===== src/hdl/olist_pkg.sv =====
// ----------------------------------------------------------------------------
// olist_pkg: shared types and codes of the ordered list
// Command opcodes, mode and status codes, sequencer states and the command
// record that travels from the front end to the back end.
// ----------------------------------------------------------------------------
package olist_pkg;

   localparam int ID_WIDTH           = 32;
   localparam int DEFAULT_LIST_DEPTH = 64;
   localparam int QUEUE_DEPTH        = 2;

   // request mode codes
   localparam logic [1:0] MODE_APPEND = 2'd0;
   localparam logic [1:0] MODE_REMOVE = 2'd1;
   localparam logic [1:0] MODE_DRAIN  = 2'd2;

   // response status codes
   localparam logic [1:0] STAT_DONE     = 2'd0;
   localparam logic [1:0] STAT_FULL     = 2'd1;
   localparam logic [1:0] STAT_NOTFOUND = 2'd2;
   localparam logic [1:0] STAT_DRAINED  = 2'd3;

   typedef enum logic [1:0] {
      OP_APPEND,
      OP_REMOVE,
      OP_DRAIN,
      OP_NOP
   } op_type;

   typedef struct packed {
      op_type                      op;
      logic signed [ID_WIDTH-1:0]  id;
   } cmd_type;

   typedef enum logic [2:0] {
      ST_IDLE,
      ST_REMOVE,
      ST_RESP,
      ST_DRAIN_RD,
      ST_DRAIN_EMIT
   } state_type;

endpackage


===== src/hdl/olist_front.sv =====
// ----------------------------------------------------------------------------
// olist_front: request intake and command queue
// Accepts requests, decodes the mode into a command and holds it in a short
// queue until the back end pops it.
// ----------------------------------------------------------------------------
module olist_front (
   input  logic                                 clock,
   input  logic                                 reset,
   input  logic                                 req_valid,
   output logic                                 req_stall,
   input  logic [1:0]                           req_mode,
   input  logic signed [olist_pkg::ID_WIDTH-1:0] req_item_id,
   output logic                                 cmd_valid,
   output olist_pkg::cmd_type                   cmd,
   input  logic                                 cmd_pop
);

   localparam int QD  = olist_pkg::QUEUE_DEPTH;
   localparam int QAW = (QD > 1) ? $clog2(QD) : 1;
   localparam int QCW = $clog2(QD + 1);

   olist_pkg::cmd_type q_ff [QD];
   logic [QAW-1:0] wr_ptr_ff, wr_ptr_in;
   logic [QAW-1:0] rd_ptr_ff, rd_ptr_in;
   logic [QCW-1:0] fill_ff, fill_in;
   olist_pkg::cmd_type dec_cmd;
   logic push;
   logic pop;

   assign req_stall = (fill_ff == QCW'(QD));
   assign push      = req_valid && !req_stall;
   assign cmd_valid = (fill_ff != '0);
   assign pop       = cmd_pop && cmd_valid;
   assign cmd       = q_ff[rd_ptr_ff];

   always_comb begin
      dec_cmd.id = req_item_id;
      unique case (req_mode)
         olist_pkg::MODE_APPEND: dec_cmd.op = olist_pkg::OP_APPEND;
         olist_pkg::MODE_REMOVE: dec_cmd.op = olist_pkg::OP_REMOVE;
         olist_pkg::MODE_DRAIN:  dec_cmd.op = olist_pkg::OP_DRAIN;
         default:                dec_cmd.op = olist_pkg::OP_NOP;
      endcase
   end

   always_comb begin
      wr_ptr_in = wr_ptr_ff;
      rd_ptr_in = rd_ptr_ff;
      fill_in   = fill_ff;
      if (push) begin
         wr_ptr_in = (wr_ptr_ff == QAW'(QD - 1)) ? '0 : wr_ptr_ff + QAW'(1);
      end
      if (pop) begin
         rd_ptr_in = (rd_ptr_ff == QAW'(QD - 1)) ? '0 : rd_ptr_ff + QAW'(1);
      end
      if (push && !pop) begin
         fill_in = fill_ff + QCW'(1);
      end else if (pop && !push) begin
         fill_in = fill_ff - QCW'(1);
      end
   end

   always_ff @(posedge clock) begin
      if (reset) begin
         wr_ptr_ff <= '0;
         rd_ptr_ff <= '0;
         fill_ff   <= '0;
      end else begin
         wr_ptr_ff <= wr_ptr_in;
         rd_ptr_ff <= rd_ptr_in;
         fill_ff   <= fill_in;
      end
   end

   always_ff @(posedge clock) begin
      if (push) begin
         q_ff[wr_ptr_ff] <= dec_cmd;
      end
   end

endmodule


===== src/hdl/olist_back.sv =====
// ----------------------------------------------------------------------------
// olist_back: list store and command sequencer
// Holds the entries in a single-port-read memory, executes append, remove
// and drain commands one at a time and drives the response register.
// ----------------------------------------------------------------------------
module olist_back #(
   parameter int LIST_DEPTH = olist_pkg::DEFAULT_LIST_DEPTH
) (
   input  logic                                  clock,
   input  logic                                  reset,
   input  logic                                  cmd_valid,
   input  olist_pkg::cmd_type                    cmd,
   output logic                                  cmd_pop,
   output logic                                  rsp_valid,
   input  logic                                  rsp_stall,
   output logic [1:0]                            rsp_status,
   output logic signed [olist_pkg::ID_WIDTH-1:0] rsp_out_id,
   output logic                                  rsp_has_item,
   output logic                                  rsp_last
);

   localparam int AW = $clog2(LIST_DEPTH);
   localparam int CW = $clog2(LIST_DEPTH + 1);
   localparam int IW = olist_pkg::ID_WIDTH;

   logic [IW-1:0] entry_mem [LIST_DEPTH];

   olist_pkg::state_type state_ff, state_in;
   logic [CW-1:0] count_ff, count_in;
   logic [CW-1:0] ptr_ff, ptr_in;
   logic          found_ff, found_in;
   logic          rd_pend_ff, rd_pend_in;
   logic [AW-1:0] rd_idx_ff, rd_idx_in;
   logic [IW-1:0] key_ff, key_in;
   logic [1:0]    stat_ff, stat_in;
   logic [IW-1:0] rd_data_ff;

   logic          rsp_valid_ff, rsp_valid_in;
   logic [1:0]    rsp_status_ff, rsp_status_in;
   logic [IW-1:0] rsp_id_ff, rsp_id_in;
   logic          rsp_has_ff, rsp_has_in;
   logic          rsp_last_ff, rsp_last_in;

   logic          mem_we;
   logic [AW-1:0] wr_addr;
   logic [IW-1:0] wr_data;
   logic          rd_en;
   logic [AW-1:0] rd_addr;

   logic slot_free;
   logic list_full;
   logic scan_done;
   logic drain_last;

   assign slot_free  = !rsp_valid_ff || !rsp_stall;
   assign list_full  = (count_ff == CW'(LIST_DEPTH));
   assign scan_done  = (ptr_ff >= count_ff) && !rd_pend_ff;
   assign drain_last = ((ptr_ff + CW'(1)) == count_ff);

   // next state
   always_comb begin
      state_in = state_ff;
      unique case (state_ff)
         olist_pkg::ST_IDLE: begin
            if (cmd_valid) begin
               unique case (cmd.op)
                  olist_pkg::OP_REMOVE: state_in = olist_pkg::ST_REMOVE;
                  olist_pkg::OP_DRAIN:
                     state_in = (count_ff == '0) ? olist_pkg::ST_RESP
                                                 : olist_pkg::ST_DRAIN_RD;
                  default:              state_in = olist_pkg::ST_RESP;
               endcase
            end
         end
         olist_pkg::ST_REMOVE: begin
            if (scan_done) state_in = olist_pkg::ST_RESP;
         end
         olist_pkg::ST_RESP: begin
            if (slot_free) state_in = olist_pkg::ST_IDLE;
         end
         olist_pkg::ST_DRAIN_RD: begin
            state_in = olist_pkg::ST_DRAIN_EMIT;
         end
         olist_pkg::ST_DRAIN_EMIT: begin
            if (slot_free) begin
               state_in = drain_last ? olist_pkg::ST_IDLE : olist_pkg::ST_DRAIN_RD;
            end
         end
         default: state_in = olist_pkg::ST_IDLE;
      endcase
   end

   // datapath and outputs
   always_comb begin
      count_in      = count_ff;
      ptr_in        = ptr_ff;
      found_in      = found_ff;
      rd_pend_in    = rd_pend_ff;
      rd_idx_in     = rd_idx_ff;
      key_in        = key_ff;
      stat_in       = stat_ff;
      cmd_pop       = 1'b0;
      mem_we        = 1'b0;
      wr_addr       = count_ff[AW-1:0];
      wr_data       = cmd.id;
      rd_en         = 1'b0;
      rd_addr       = ptr_ff[AW-1:0];
      rsp_valid_in  = rsp_valid_ff && rsp_stall;
      rsp_status_in = rsp_status_ff;
      rsp_id_in     = rsp_id_ff;
      rsp_has_in    = rsp_has_ff;
      rsp_last_in   = rsp_last_ff;

      unique case (state_ff)
         olist_pkg::ST_IDLE: begin
            rd_pend_in = 1'b0;
            if (cmd_valid) begin
               cmd_pop  = 1'b1;
               key_in   = cmd.id;
               ptr_in   = '0;
               found_in = 1'b0;
               stat_in  = olist_pkg::STAT_DONE;
               if (cmd.op == olist_pkg::OP_APPEND) begin
                  if (list_full) begin
                     stat_in = olist_pkg::STAT_FULL;
                  end else begin
                     mem_we   = 1'b1;
                     count_in = count_ff + CW'(1);
                  end
               end
            end
         end
         olist_pkg::ST_REMOVE: begin
            // issue the next read while the previous one is compared
            if (ptr_ff < count_ff) begin
               rd_en      = 1'b1;
               rd_pend_in = 1'b1;
               rd_idx_in  = ptr_ff[AW-1:0];
               ptr_in     = ptr_ff + CW'(1);
            end else begin
               rd_pend_in = 1'b0;
            end
            if (rd_pend_ff) begin
               if (found_ff) begin
                  // close the gap: move this entry down by one
                  mem_we  = 1'b1;
                  wr_addr = rd_idx_ff - AW'(1);
                  wr_data = rd_data_ff;
               end else if (rd_data_ff == key_ff) begin
                  found_in = 1'b1;
               end
            end
            if (scan_done) begin
               if (found_ff) begin
                  count_in = count_ff - CW'(1);
                  stat_in  = olist_pkg::STAT_DONE;
               end else begin
                  stat_in  = olist_pkg::STAT_NOTFOUND;
               end
            end
         end
         olist_pkg::ST_RESP: begin
            if (slot_free) begin
               rsp_valid_in  = 1'b1;
               rsp_status_in = stat_ff;
               rsp_id_in     = '0;
               rsp_has_in    = 1'b0;
               rsp_last_in   = 1'b1;
            end
         end
         olist_pkg::ST_DRAIN_RD: begin
            rd_en = 1'b1;
         end
         olist_pkg::ST_DRAIN_EMIT: begin
            if (slot_free) begin
               rsp_valid_in  = 1'b1;
               rsp_status_in = olist_pkg::STAT_DRAINED;
               rsp_id_in     = rd_data_ff;
               rsp_has_in    = 1'b1;
               rsp_last_in   = drain_last;
               ptr_in        = ptr_ff + CW'(1);
               if (drain_last) count_in = '0;
            end
         end
         default: begin
            rd_pend_in = 1'b0;
         end
      endcase
   end

   always_ff @(posedge clock) begin
      if (reset) begin
         state_ff     <= olist_pkg::ST_IDLE;
         count_ff     <= '0;
         rd_pend_ff   <= 1'b0;
         rsp_valid_ff <= 1'b0;
      end else begin
         state_ff     <= state_in;
         count_ff     <= count_in;
         rd_pend_ff   <= rd_pend_in;
         rsp_valid_ff <= rsp_valid_in;
      end
   end

   always_ff @(posedge clock) begin
      ptr_ff        <= ptr_in;
      found_ff      <= found_in;
      rd_idx_ff     <= rd_idx_in;
      key_ff        <= key_in;
      stat_ff       <= stat_in;
      rsp_status_ff <= rsp_status_in;
      rsp_id_ff     <= rsp_id_in;
      rsp_has_ff    <= rsp_has_in;
      rsp_last_ff   <= rsp_last_in;
   end

   always_ff @(posedge clock) begin
      if (mem_we) begin
         entry_mem[wr_addr] <= wr_data;
      end
      if (rd_en) begin
         rd_data_ff <= entry_mem[rd_addr];
      end
   end

   assign rsp_valid    = rsp_valid_ff;
   assign rsp_status   = rsp_status_ff;
   assign rsp_out_id   = rsp_id_ff;
   assign rsp_has_item = rsp_has_ff;
   assign rsp_last     = rsp_last_ff;

endmodule


===== src/hdl/ordered_list_delete_by_key.sv =====
// ----------------------------------------------------------------------------
// ordered_list_delete_by_key: ordered ID list with delete by value
// Keeps up to LIST_DEPTH IDs in arrival order. Mode 0 appends at the tail
// (status 1 when full), mode 1 removes the oldest equal entry and closes the
// gap (status 2 when absent), mode 2 drains every entry oldest first with
// last on the final one, or gives one empty marker for an empty list.
// Requests enter a two-entry command queue, so the request side keeps
// moving while a command runs. Commands execute one at a time against a
// memory with one read and one write port: a remove reads each stored
// entry once (the shift runs in the same pass), and a drain reads and
// then emits each entry in turn, set by the registered memory read. A
// response stall holds the sequencer until the response is taken.
// ----------------------------------------------------------------------------
module ordered_list_delete_by_key #(
   parameter int LIST_DEPTH = olist_pkg::DEFAULT_LIST_DEPTH
) (
   input  logic                                  clock,
   input  logic                                  reset,
   input  logic                                  req_valid,
   output logic                                  req_stall,
   input  logic [1:0]                            req_mode,
   input  logic signed [olist_pkg::ID_WIDTH-1:0] req_item_id,
   output logic                                  rsp_valid,
   input  logic                                  rsp_stall,
   output logic [1:0]                            rsp_status,
   output logic signed [olist_pkg::ID_WIDTH-1:0] rsp_out_id,
   output logic                                  rsp_has_item,
   output logic                                  rsp_last
);

   logic               cmd_valid;
   olist_pkg::cmd_type cmd;
   logic               cmd_pop;

   olist_front u_front (
      .clock       (clock),
      .reset       (reset),
      .req_valid   (req_valid),
      .req_stall   (req_stall),
      .req_mode    (req_mode),
      .req_item_id (req_item_id),
      .cmd_valid   (cmd_valid),
      .cmd         (cmd),
      .cmd_pop     (cmd_pop)
   );

   olist_back #(
      .LIST_DEPTH (LIST_DEPTH)
   ) u_back (
      .clock        (clock),
      .reset        (reset),
      .cmd_valid    (cmd_valid),
      .cmd          (cmd),
      .cmd_pop      (cmd_pop),
      .rsp_valid    (rsp_valid),
      .rsp_stall    (rsp_stall),
      .rsp_status   (rsp_status),
      .rsp_out_id   (rsp_out_id),
      .rsp_has_item (rsp_has_item),
      .rsp_last     (rsp_last)
   );

endmodule


===== config.mk =====
export PLATFORM = sky130hd
export DESIGN_NAME = ordered_list_delete_by_key
export DESIGN_NICKNAME = d
export VERILOG_FILES = /design/src/hdl/olist_pkg.sv /design/src/hdl/olist_front.sv /design/src/hdl/olist_back.sv /design/src/hdl/ordered_list_delete_by_key.sv
export SDC_FILE = /design/constraint.sdc
export NUM_CORES = 2
export LEC_CHECK = 0
export BUFFER_PORTS_ARGS = -buffer_cell sky130_fd_sc_hd__buf_2
export CORE_UTILIZATION = 45
export DETAILED_ROUTE_END_ITERATION = 6
export MAX_ROUTING_LAYER = met4
export SLEW_MARGIN = 20
export SYNTH_ARGS = -nofsm -noshare
export SYNTH_HDL_FRONTEND = slang
export SYNTH_SLANG_ARGS = --single-unit

===== constraint.sdc =====
create_clock -name clock -period 4.55 [get_ports clock]
set_clock_uncertainty 0.2 [all_clocks]
set_input_delay 0.455 -clock clock [delete_from_list [all_inputs] [get_ports clock]]
set_output_delay 0.455 -clock clock [all_outputs]
set_load 0.05 [all_outputs]

# [Word level (Yosys, flattened, before mapping)]
# Memory sizes are Yosys's and may differ from the RTL's. A register that Yosys moved wholly into a read port is not among the register bits.
# Index checks and enable logic that the tools add are counted.
# Widths: inputs -> output; s select.
[word_totals] reg_bits=100 latchBits=0 mem_bits_rw=2116 romBits=0 input_bits=38 out_inout_bits=38 elab_cells=154 mem_count=2
[memory_table] name="u_back.entry_mem" words=64 width=32 rd=1 rd_ports_with_merged_regs=1 write_ports=1 line="olist_back.sv:26" source="logic [IW-1:0] entry_mem [LIST_DEPTH];"
[memory_table] name="u_front.q_ff" words=2 width=34 rd=1 rd_ports_with_merged_regs=1 write_ports=1 line="olist_front.sv:22" source="olist_pkg::cmd_type q_ff [QD];"
[classes] add_sub_neg=8 n_mul=0 div_mod_pow=0 magnitude_cmp=2 eq_ne=22 n_shift=0 muxes=72 bitwise=0 reduce_logical=32
[op_table] cell="$mux 32" n=5
[op_table] cell="$mux 7" n=10
[op_table] cell="$pmux 32 s2" n=1
[op_table] cell="$pmux 7 s3" n=2
[op_table] cell="$eq 32x32->1" n=1
[op_table] cell="$mux 1" n=27
[op_table] cell="$mux 2" n=9
[op_table] cell="$mux 6" n=3
[op_table] cell="$ne 2x1->1 const B" n=8
[op_table] cell="$pmux 3 s5" n=1
[op_table] cell="$add 7x1->7 const B" n=2
[op_table] cell="$mux 3" n=4
[op_table] cell="$pmux 1 s2" n=6
[op_table] cell="$reduce_and 3->1" n=3
[op_table] cell="$pmux 2 s2" n=2
[op_table] cell="$reduce_and 4->1" n=2
[op_table] cell="$reduce_and 8->1" n=1
[op_table] cell="$reduce_bool 2->1" n=4
[op_table] cell="$eq 7x7->1" n=1
[op_table] cell="$eq 7x7->1 const B" n=1
[op_table] cell="$ge 7x7->1" n=1
[op_table] cell="$logic_not 7->1" n=1
[op_table] cell="$lt 7x7->1" n=1
[op_table] cell="$sub 7x1->7 const B" n=1
[op_table] cell="other kinds (21)" n=39

# [Longest topological paths before layout]
[depth] ltp_word=7 mapped_depth=12 mapped_depth_nobuf=10

# [By module]
# From an unflattened synthesis, not the netlist that was laid out.
[unflattened] cells_unflattened=3773 area_unflattened_um2=86439.2
[modules_own_cells] module="olist_back" n_inst=1 cells_per_inst=3640 area_each_um2=83766.6
[modules_own_cells] module="olist_front" n_inst=1 cells_per_inst=133 area_each_um2=2672.6

# [Worst setup path before layout]
# OpenSTA, ideal clock, no wires.
[synth_path] path_kind="register to register" startpoint="register u_back.state_ff[2]" endpoint="memory u_back.entry_mem[13][0] (netlist name), enable pin" setup_ns=0.421 arrival_ns=3.686 required_time_ns=3.929 setup_slack_ns=0.243 path_stages_with_launch=9 synth_period_minus_slack_ns=4.307 path_cell_list="dfxtp_1 -> clkbuf_1 -> nor3_1 -> o21ai_0 -> inv_1 -> nand3_1 -> o21ai_0 -> o21ai_1 -> nor2_1"
[synth_via] elab_chain_cells=4 elab_cells_between_ends=6
[synth_lines] element="start, declared" line="olist_back.sv:28" source="olist_pkg::state_type state_ff, state_in;"
[synth_lines] element="start signal, assigned" line="olist_back.sv:193" source="state_ff <= olist_pkg::ST_IDLE;"
[synth_lines] element="start signal, assigned" line="olist_back.sv:198" source="state_ff <= state_in;"
[synth_lines] element="$eq 3x1->1 / $logic_not 3->1 (equally long branches)" line="olist_back.sv:114" source="unique case (state_ff)"
[synth_lines] element="$pmux 1 s2" line="olist_back.sv:114"
[synth_lines] element="$mux 1" line="olist_back.sv:218" source="if (mem_we) begin"
[synth_lines] element="$mux 1 (implied by the code)" line="olist_back.sv:219" source="entry_mem[wr_addr] <= wr_data;"
[synth_lines] element="end, declared" line="olist_back.sv:26"
# Parallel ways exist; a longest one is shown, timed or not.

# [Worst setup path in the final report]
[layout_path] startpoint="register u_back.state_ff[0]" endpoint="memory u_back.entry_mem[23][24] (netlist name), enable pin"
# The elaborated chain is that of the path after synthesis.

==> impl_metrics.py <==
metrics = {
    "die": {
        "row_count": 160,
        "die_area_um2": 193900,
        "floorplan.initialDensity_pct": 45.36,
        "die_height_um": 440.3,
        "coreArea_um2": 190600,
        "die_x_um": 440.3,
        "ios": 76,
    },
    "timing": {
        "maxClockFrequency_ghz": 0.2727,
        "slew_worst_pin_ns": 1.082,
        "grt_setup_unrepaired": "no",
        "final.min_clock_period_ns": 3.668,
        "slew_viol_final": 0,
        "fin_ws_ns": 0.8825,
        "tns_ns": 0,
        "maxSlewHeadroom_pct": 27.30,
        "timing.final.hold_violations": 0,
        "final-setup-viol-count": 0,
        "fin_crit_sh_pct": 80.60,
    },
    "flow_run": {
        "cap_viol_max_count": 0,
    },
    "power": {
        "power_per_cell_area_nw_per_um2": 615.3,
        "p_leak_nw": 31.01,
        "peakVddDrop_uv": 350.4,
    },
    "clock_tree": {
        "cts_setup_buffers": 0,
        "cts_htree_levels": 4,
        "max_buffers_root_to_sink": 3,
        "cts_root_buffer": "sky130_fd_sc_hd__clkbuf_16",
        "clkSlewWorstSetupHoldPaths_ns": 0.06,
        "cts_inserted_buffers": 219,
        "clkSinkCount": 2249,
        "tritoncts": "yes",
        "clkLatencyLatePin_ns": 0.85,
    },
    "route": {
        "vias_per_cell": 5.958,
        "drtAntennaViolNets": 0,
        "detail_route.iter0.violations": 4850,
        "drc_errors": 0,
        "drt-total-wl_mm": 220.2,
        "wl_per_cell_um": 32.75,
        "drtPass1Iterations": 5,
        "vias": 40050,
    },
    "placement": {
        "gp_routability_congestion": 0.8410,
        "hpwlAfterDp_mm": 134.9,
        "post-place-ws_ns": 0.9876,
        "port_buffers": 75,
    },
    "layout": {
        "seqCellArea_um2": 67370,
        "filler_cell_count": 14590,
        "fin_util_pct": 52.30,
        "finish.net_count": 4078,
        "area_overhead_vs_synth_pct": 15.30,
        "combined_area_of_the_multi_input_logic_cells_um2": 18790,
        "final_layout_size_suffix_gt1_share_pct": 32.61,
    },
    "synth": {
        "synth.ff_latch_count": 2249,
        "count_of_flip_flops_with_a_built_in_enable_after_synthesis": 2232,
        "mappedNetlistNets": 3722,
        "syn_avg_cell_area_um2": 23.59,
        "synthMuxAreaShare_pct": 17.58,
        "yosys_warnings": 0,
        "synthCells": 3664,
        "synth-xor-area-share_pct": 0.6195,
        "dominant_combinational_cell_family_by_area_after_synthesis": "multiplexers",
        "synth.yosys.seq_area_share_pct": 77.93,
        "yosysUniqueCellTypes": 57,
        "synth-simple-area-share_pct": 1.531,
        "netlist_area_before_placement_um2": 86450,
        "synth_compound_gate_area_share_pct": 0.9871,
        "adder_cell_fraction_of_synth_area_pct": 0.2982,
        "async_flop_share_pct": 0,
        "postSynth.topFlopCell": "sky130_fd_sc_hd__edfxtp_1",
    },
    "global_routing": {
        "grt_remaining_overflow": 0,
        "globalRouteTotalUtil_pct": 23.70,
        "grt_max_degree": 67,
        "grt_first_pass_wirelength_mm": 310.5,
        "grt_pass1_vias": 39850,
        "initial_antenna_violation_count": 10,
    },
    "critical_path": {
        "worst-r2r-setup-slack_ns": 0.88,
        "worst_ep_required_time_ns": 4.84,
        "worstSetupPathType": "reg2reg",
        "critPathArrivalTime_ns": 3.96,
        "path_max_fanout": 22,
        "critical_path_start_type": "flip-flop",
        "endpoint_kind": "flip-flop",
    },
    "worst_hold_path": {
        "min-delay-path-class": "in2reg",
    },
    "status": {
        "outcome": "completed",
    },
}
[cells by family after synthesis]
group | after synthesis
compound gates | 125
xor+xnor | 58
fa+ha+maj | 20
buf+inv | 203
flops | 2249
mux | 727
simple gates | 282
[Yosys cell counts, types with 5 or more instances]
cell	count	area, µm²
sky130_fd_sc_hd__buf_1	38	142.6
sky130_fd_sc_hd__buf_2	61	305.3
sky130_fd_sc_hd__o2111ai_1	5	43.79
sky130_fd_sc_hd__nor3_1	10	50.05
sky130_fd_sc_hd__nand3_1	23	115.1
sky130_fd_sc_hd__o211ai_1	7	52.55
sky130_fd_sc_hd__xor2_1	13	113.9
sky130_fd_sc_hd__o22ai_1	46	287.8
sky130_fd_sc_hd__o21ai_0	10	50.05
sky130_fd_sc_hd__and2_1	33	206.5
sky130_fd_sc_hd__ha_1	19	237.7
sky130_fd_sc_hd__a211oi_1	7	52.55
sky130_fd_sc_hd__nor2b_1	8	50.05
sky130_fd_sc_hd__xnor2_1	43	376.6
sky130_fd_sc_hd__nand4_1	13	81.33
sky130_fd_sc_hd__a22o_1	7	61.31
sky130_fd_sc_hd__edfxtp_1	2232	67020
sky130_fd_sc_hd__mux2_2	69	777.0
sky130_fd_sc_hd__a21oi_1	13	65.06
sky130_fd_sc_hd__nand2_1	38	142.6
sky130_fd_sc_hd__buf_4	9	67.56
sky130_fd_sc_hd__inv_1	21	78.83
sky130_fd_sc_hd__nand2b_1	15	93.84
sky130_fd_sc_hd__clkbuf_1	66	247.7
sky130_fd_sc_hd__mux2i_1	32	320.3
sky130_fd_sc_hd__nor2_1	125	469.2
sky130_fd_sc_hd__buf_6	6	67.56
sky130_fd_sc_hd__mux4_2	626	14100
sky130_fd_sc_hd__dfxtp_1	17	340.3
[worst max-delay path, cell delays in order (launching register included)]
cell and delay, ns:
sky130_fd_sc_hd__dfxtp_1 0.66, sky130_fd_sc_hd__nand2_1 0.17, sky130_fd_sc_hd__inv_2 0.25, sky130_fd_sc_hd__and3_1 0.36
sky130_fd_sc_hd__mux2_2 0.38, sky130_fd_sc_hd__nor2_1 0.42, sky130_fd_sc_hd__nand2_1 0.12, sky130_fd_sc_hd__buf_4 0.23
sky130_fd_sc_hd__nor2_4 0.11, sky130_fd_sc_hd__buf_4 0.38
[cell type report]
type	instances	area share, %
diodes	2	0.005021
clock buffers	271	5.787
clock inverters	140	1.277
inverters	23	0.08912
multi-input cells	1212	18.85
flip-flops and latches	2249	67.58
well taps	2511	3.152
repair buffers	315	3.256
[layout by cell type (no fill, tap or decap), types with 4 or more instances in the layout]
master,count
sky130_fd_sc_hd__bufinv_16,19
sky130_fd_sc_hd__clkinvlp_4,11
sky130_fd_sc_hd__clkinv_1,50
sky130_fd_sc_hd__and2_1,33
sky130_fd_sc_hd__mux2_4,28
sky130_fd_sc_hd__o21ai_0,10
sky130_fd_sc_hd__clkinv_8,8
sky130_fd_sc_hd__buf_4,125
sky130_fd_sc_hd__nand2b_1,15
sky130_fd_sc_hd__nor2_4,65
sky130_fd_sc_hd__buf_12,78
sky130_fd_sc_hd__o2111ai_1,5
sky130_fd_sc_hd__o22ai_1,46
sky130_fd_sc_hd__nand3_1,22
sky130_fd_sc_hd__edfxtp_1,2232
sky130_fd_sc_hd__xor2_1,13
sky130_fd_sc_hd__nand4_1,13
sky130_fd_sc_hd__nor3_1,9
sky130_fd_sc_hd__nand2_1,38
sky130_fd_sc_hd__mux2_2,41
sky130_fd_sc_hd__o211ai_1,7
sky130_fd_sc_hd__clkbuf_1,45
sky130_fd_sc_hd__clkbuf_8,5
sky130_fd_sc_hd__nor2_1,60
sky130_fd_sc_hd__clkinv_2,47
sky130_fd_sc_hd__a21oi_1,13
sky130_fd_sc_hd__dlygate4sd3_1,37
sky130_fd_sc_hd__buf_2,75
sky130_fd_sc_hd__or2_2,4
sky130_fd_sc_hd__nor2b_1,8
sky130_fd_sc_hd__ha_1,19
sky130_fd_sc_hd__xnor2_1,43
sky130_fd_sc_hd__a211oi_1,7
sky130_fd_sc_hd__mux4_2,626
sky130_fd_sc_hd__a22o_1,7
sky130_fd_sc_hd__dfxtp_1,16
sky130_fd_sc_hd__mux2i_1,32
sky130_fd_sc_hd__inv_1,21
sky130_fd_sc_hd__clkbuf_16,221
[routing by layer]
metal  track usage, %  vias up  share of wire [%]  wire, µm
li1                 -    16380                  -         -
met1            32.05    21910                 40     89100
met2            37.89     1490                 51    111400
met3            3.206      267                6.2     13610
met4            6.810        0                2.8      6090
met5                -        -                  0         0
[stage by stage]
step / cell area [µm²] / instances / hold WS [ns] / total power, mW
5_1_grt: 99680 / 6722 / 0.08216 / 63.15
6_report: 99680 / 6723 / 0.1242 / 61.33
2_1_floorplan: 86450 / 3664 / 0.2512 / 36.61
3_5_place_dp: 92260 / 6273 / 0.2956 / 44.19
4_1_cts: 99670 / 6721 / 0.04784 / 61.90
3_3_place_gp: 92260 / 6273 / 0.2936 / 44.04
[report_power, final]
group	leakage (nW)	internal (mW)	switching (mW)
Combinational	7.32	6.64	11.0
Sequential	20.3	25.6	0.282
Clock	3.43	10.1	7.73
Total	31.0	42.3	19.0
[worst paths after layout]
| kind | startpoint | endpoint | cells past startpoint |
|---|---|---|---|
| hold reg to reg | u_back.stat_ff[1]$_SDFFCE_PN0P_ | u_back.rsp_status[1]$_SDFFCE_PP1P_ | 1 |
| setup / recovery | u_back.state_ff[0]$_SDFFE_PP0P_ | u_back.entry_mem[23][24]$_DFFE_PP_ | 9 |
| setup reg to reg | u_back.state_ff[0]$_SDFFE_PP0P_ | u_back.entry_mem[23][24]$_DFFE_PP_ | 9 |
| hold / removal | req_item_id[3] | u_front.q_ff[1][3]$_DFFE_PP_ | 2 |
[timing repair]
item / CTS / global route
gates resized for setup: 0 / 0
endpoints found under the hold margin: 79 / 0
hold buffers: 37 / 0
[flip-flops by register name, summed over array words and instances, names as in the netlist, 2 cells and up, named ones only]
register           cells
u_back.entry_mem    2048
u_front.fill_ff        2
u_back.rd_idx_ff       6
u_back.stat_ff         2
u_back.key_ff         32
u_back.count_ff        7
u_back.rsp_status      2
u_back.rsp_out_id     32
u_front.q_ff          68
u_back.ptr_ff          7
u_back.state_ff        3
u_back.rd_data_ff     32
Power figures use the tool's default switching activity.
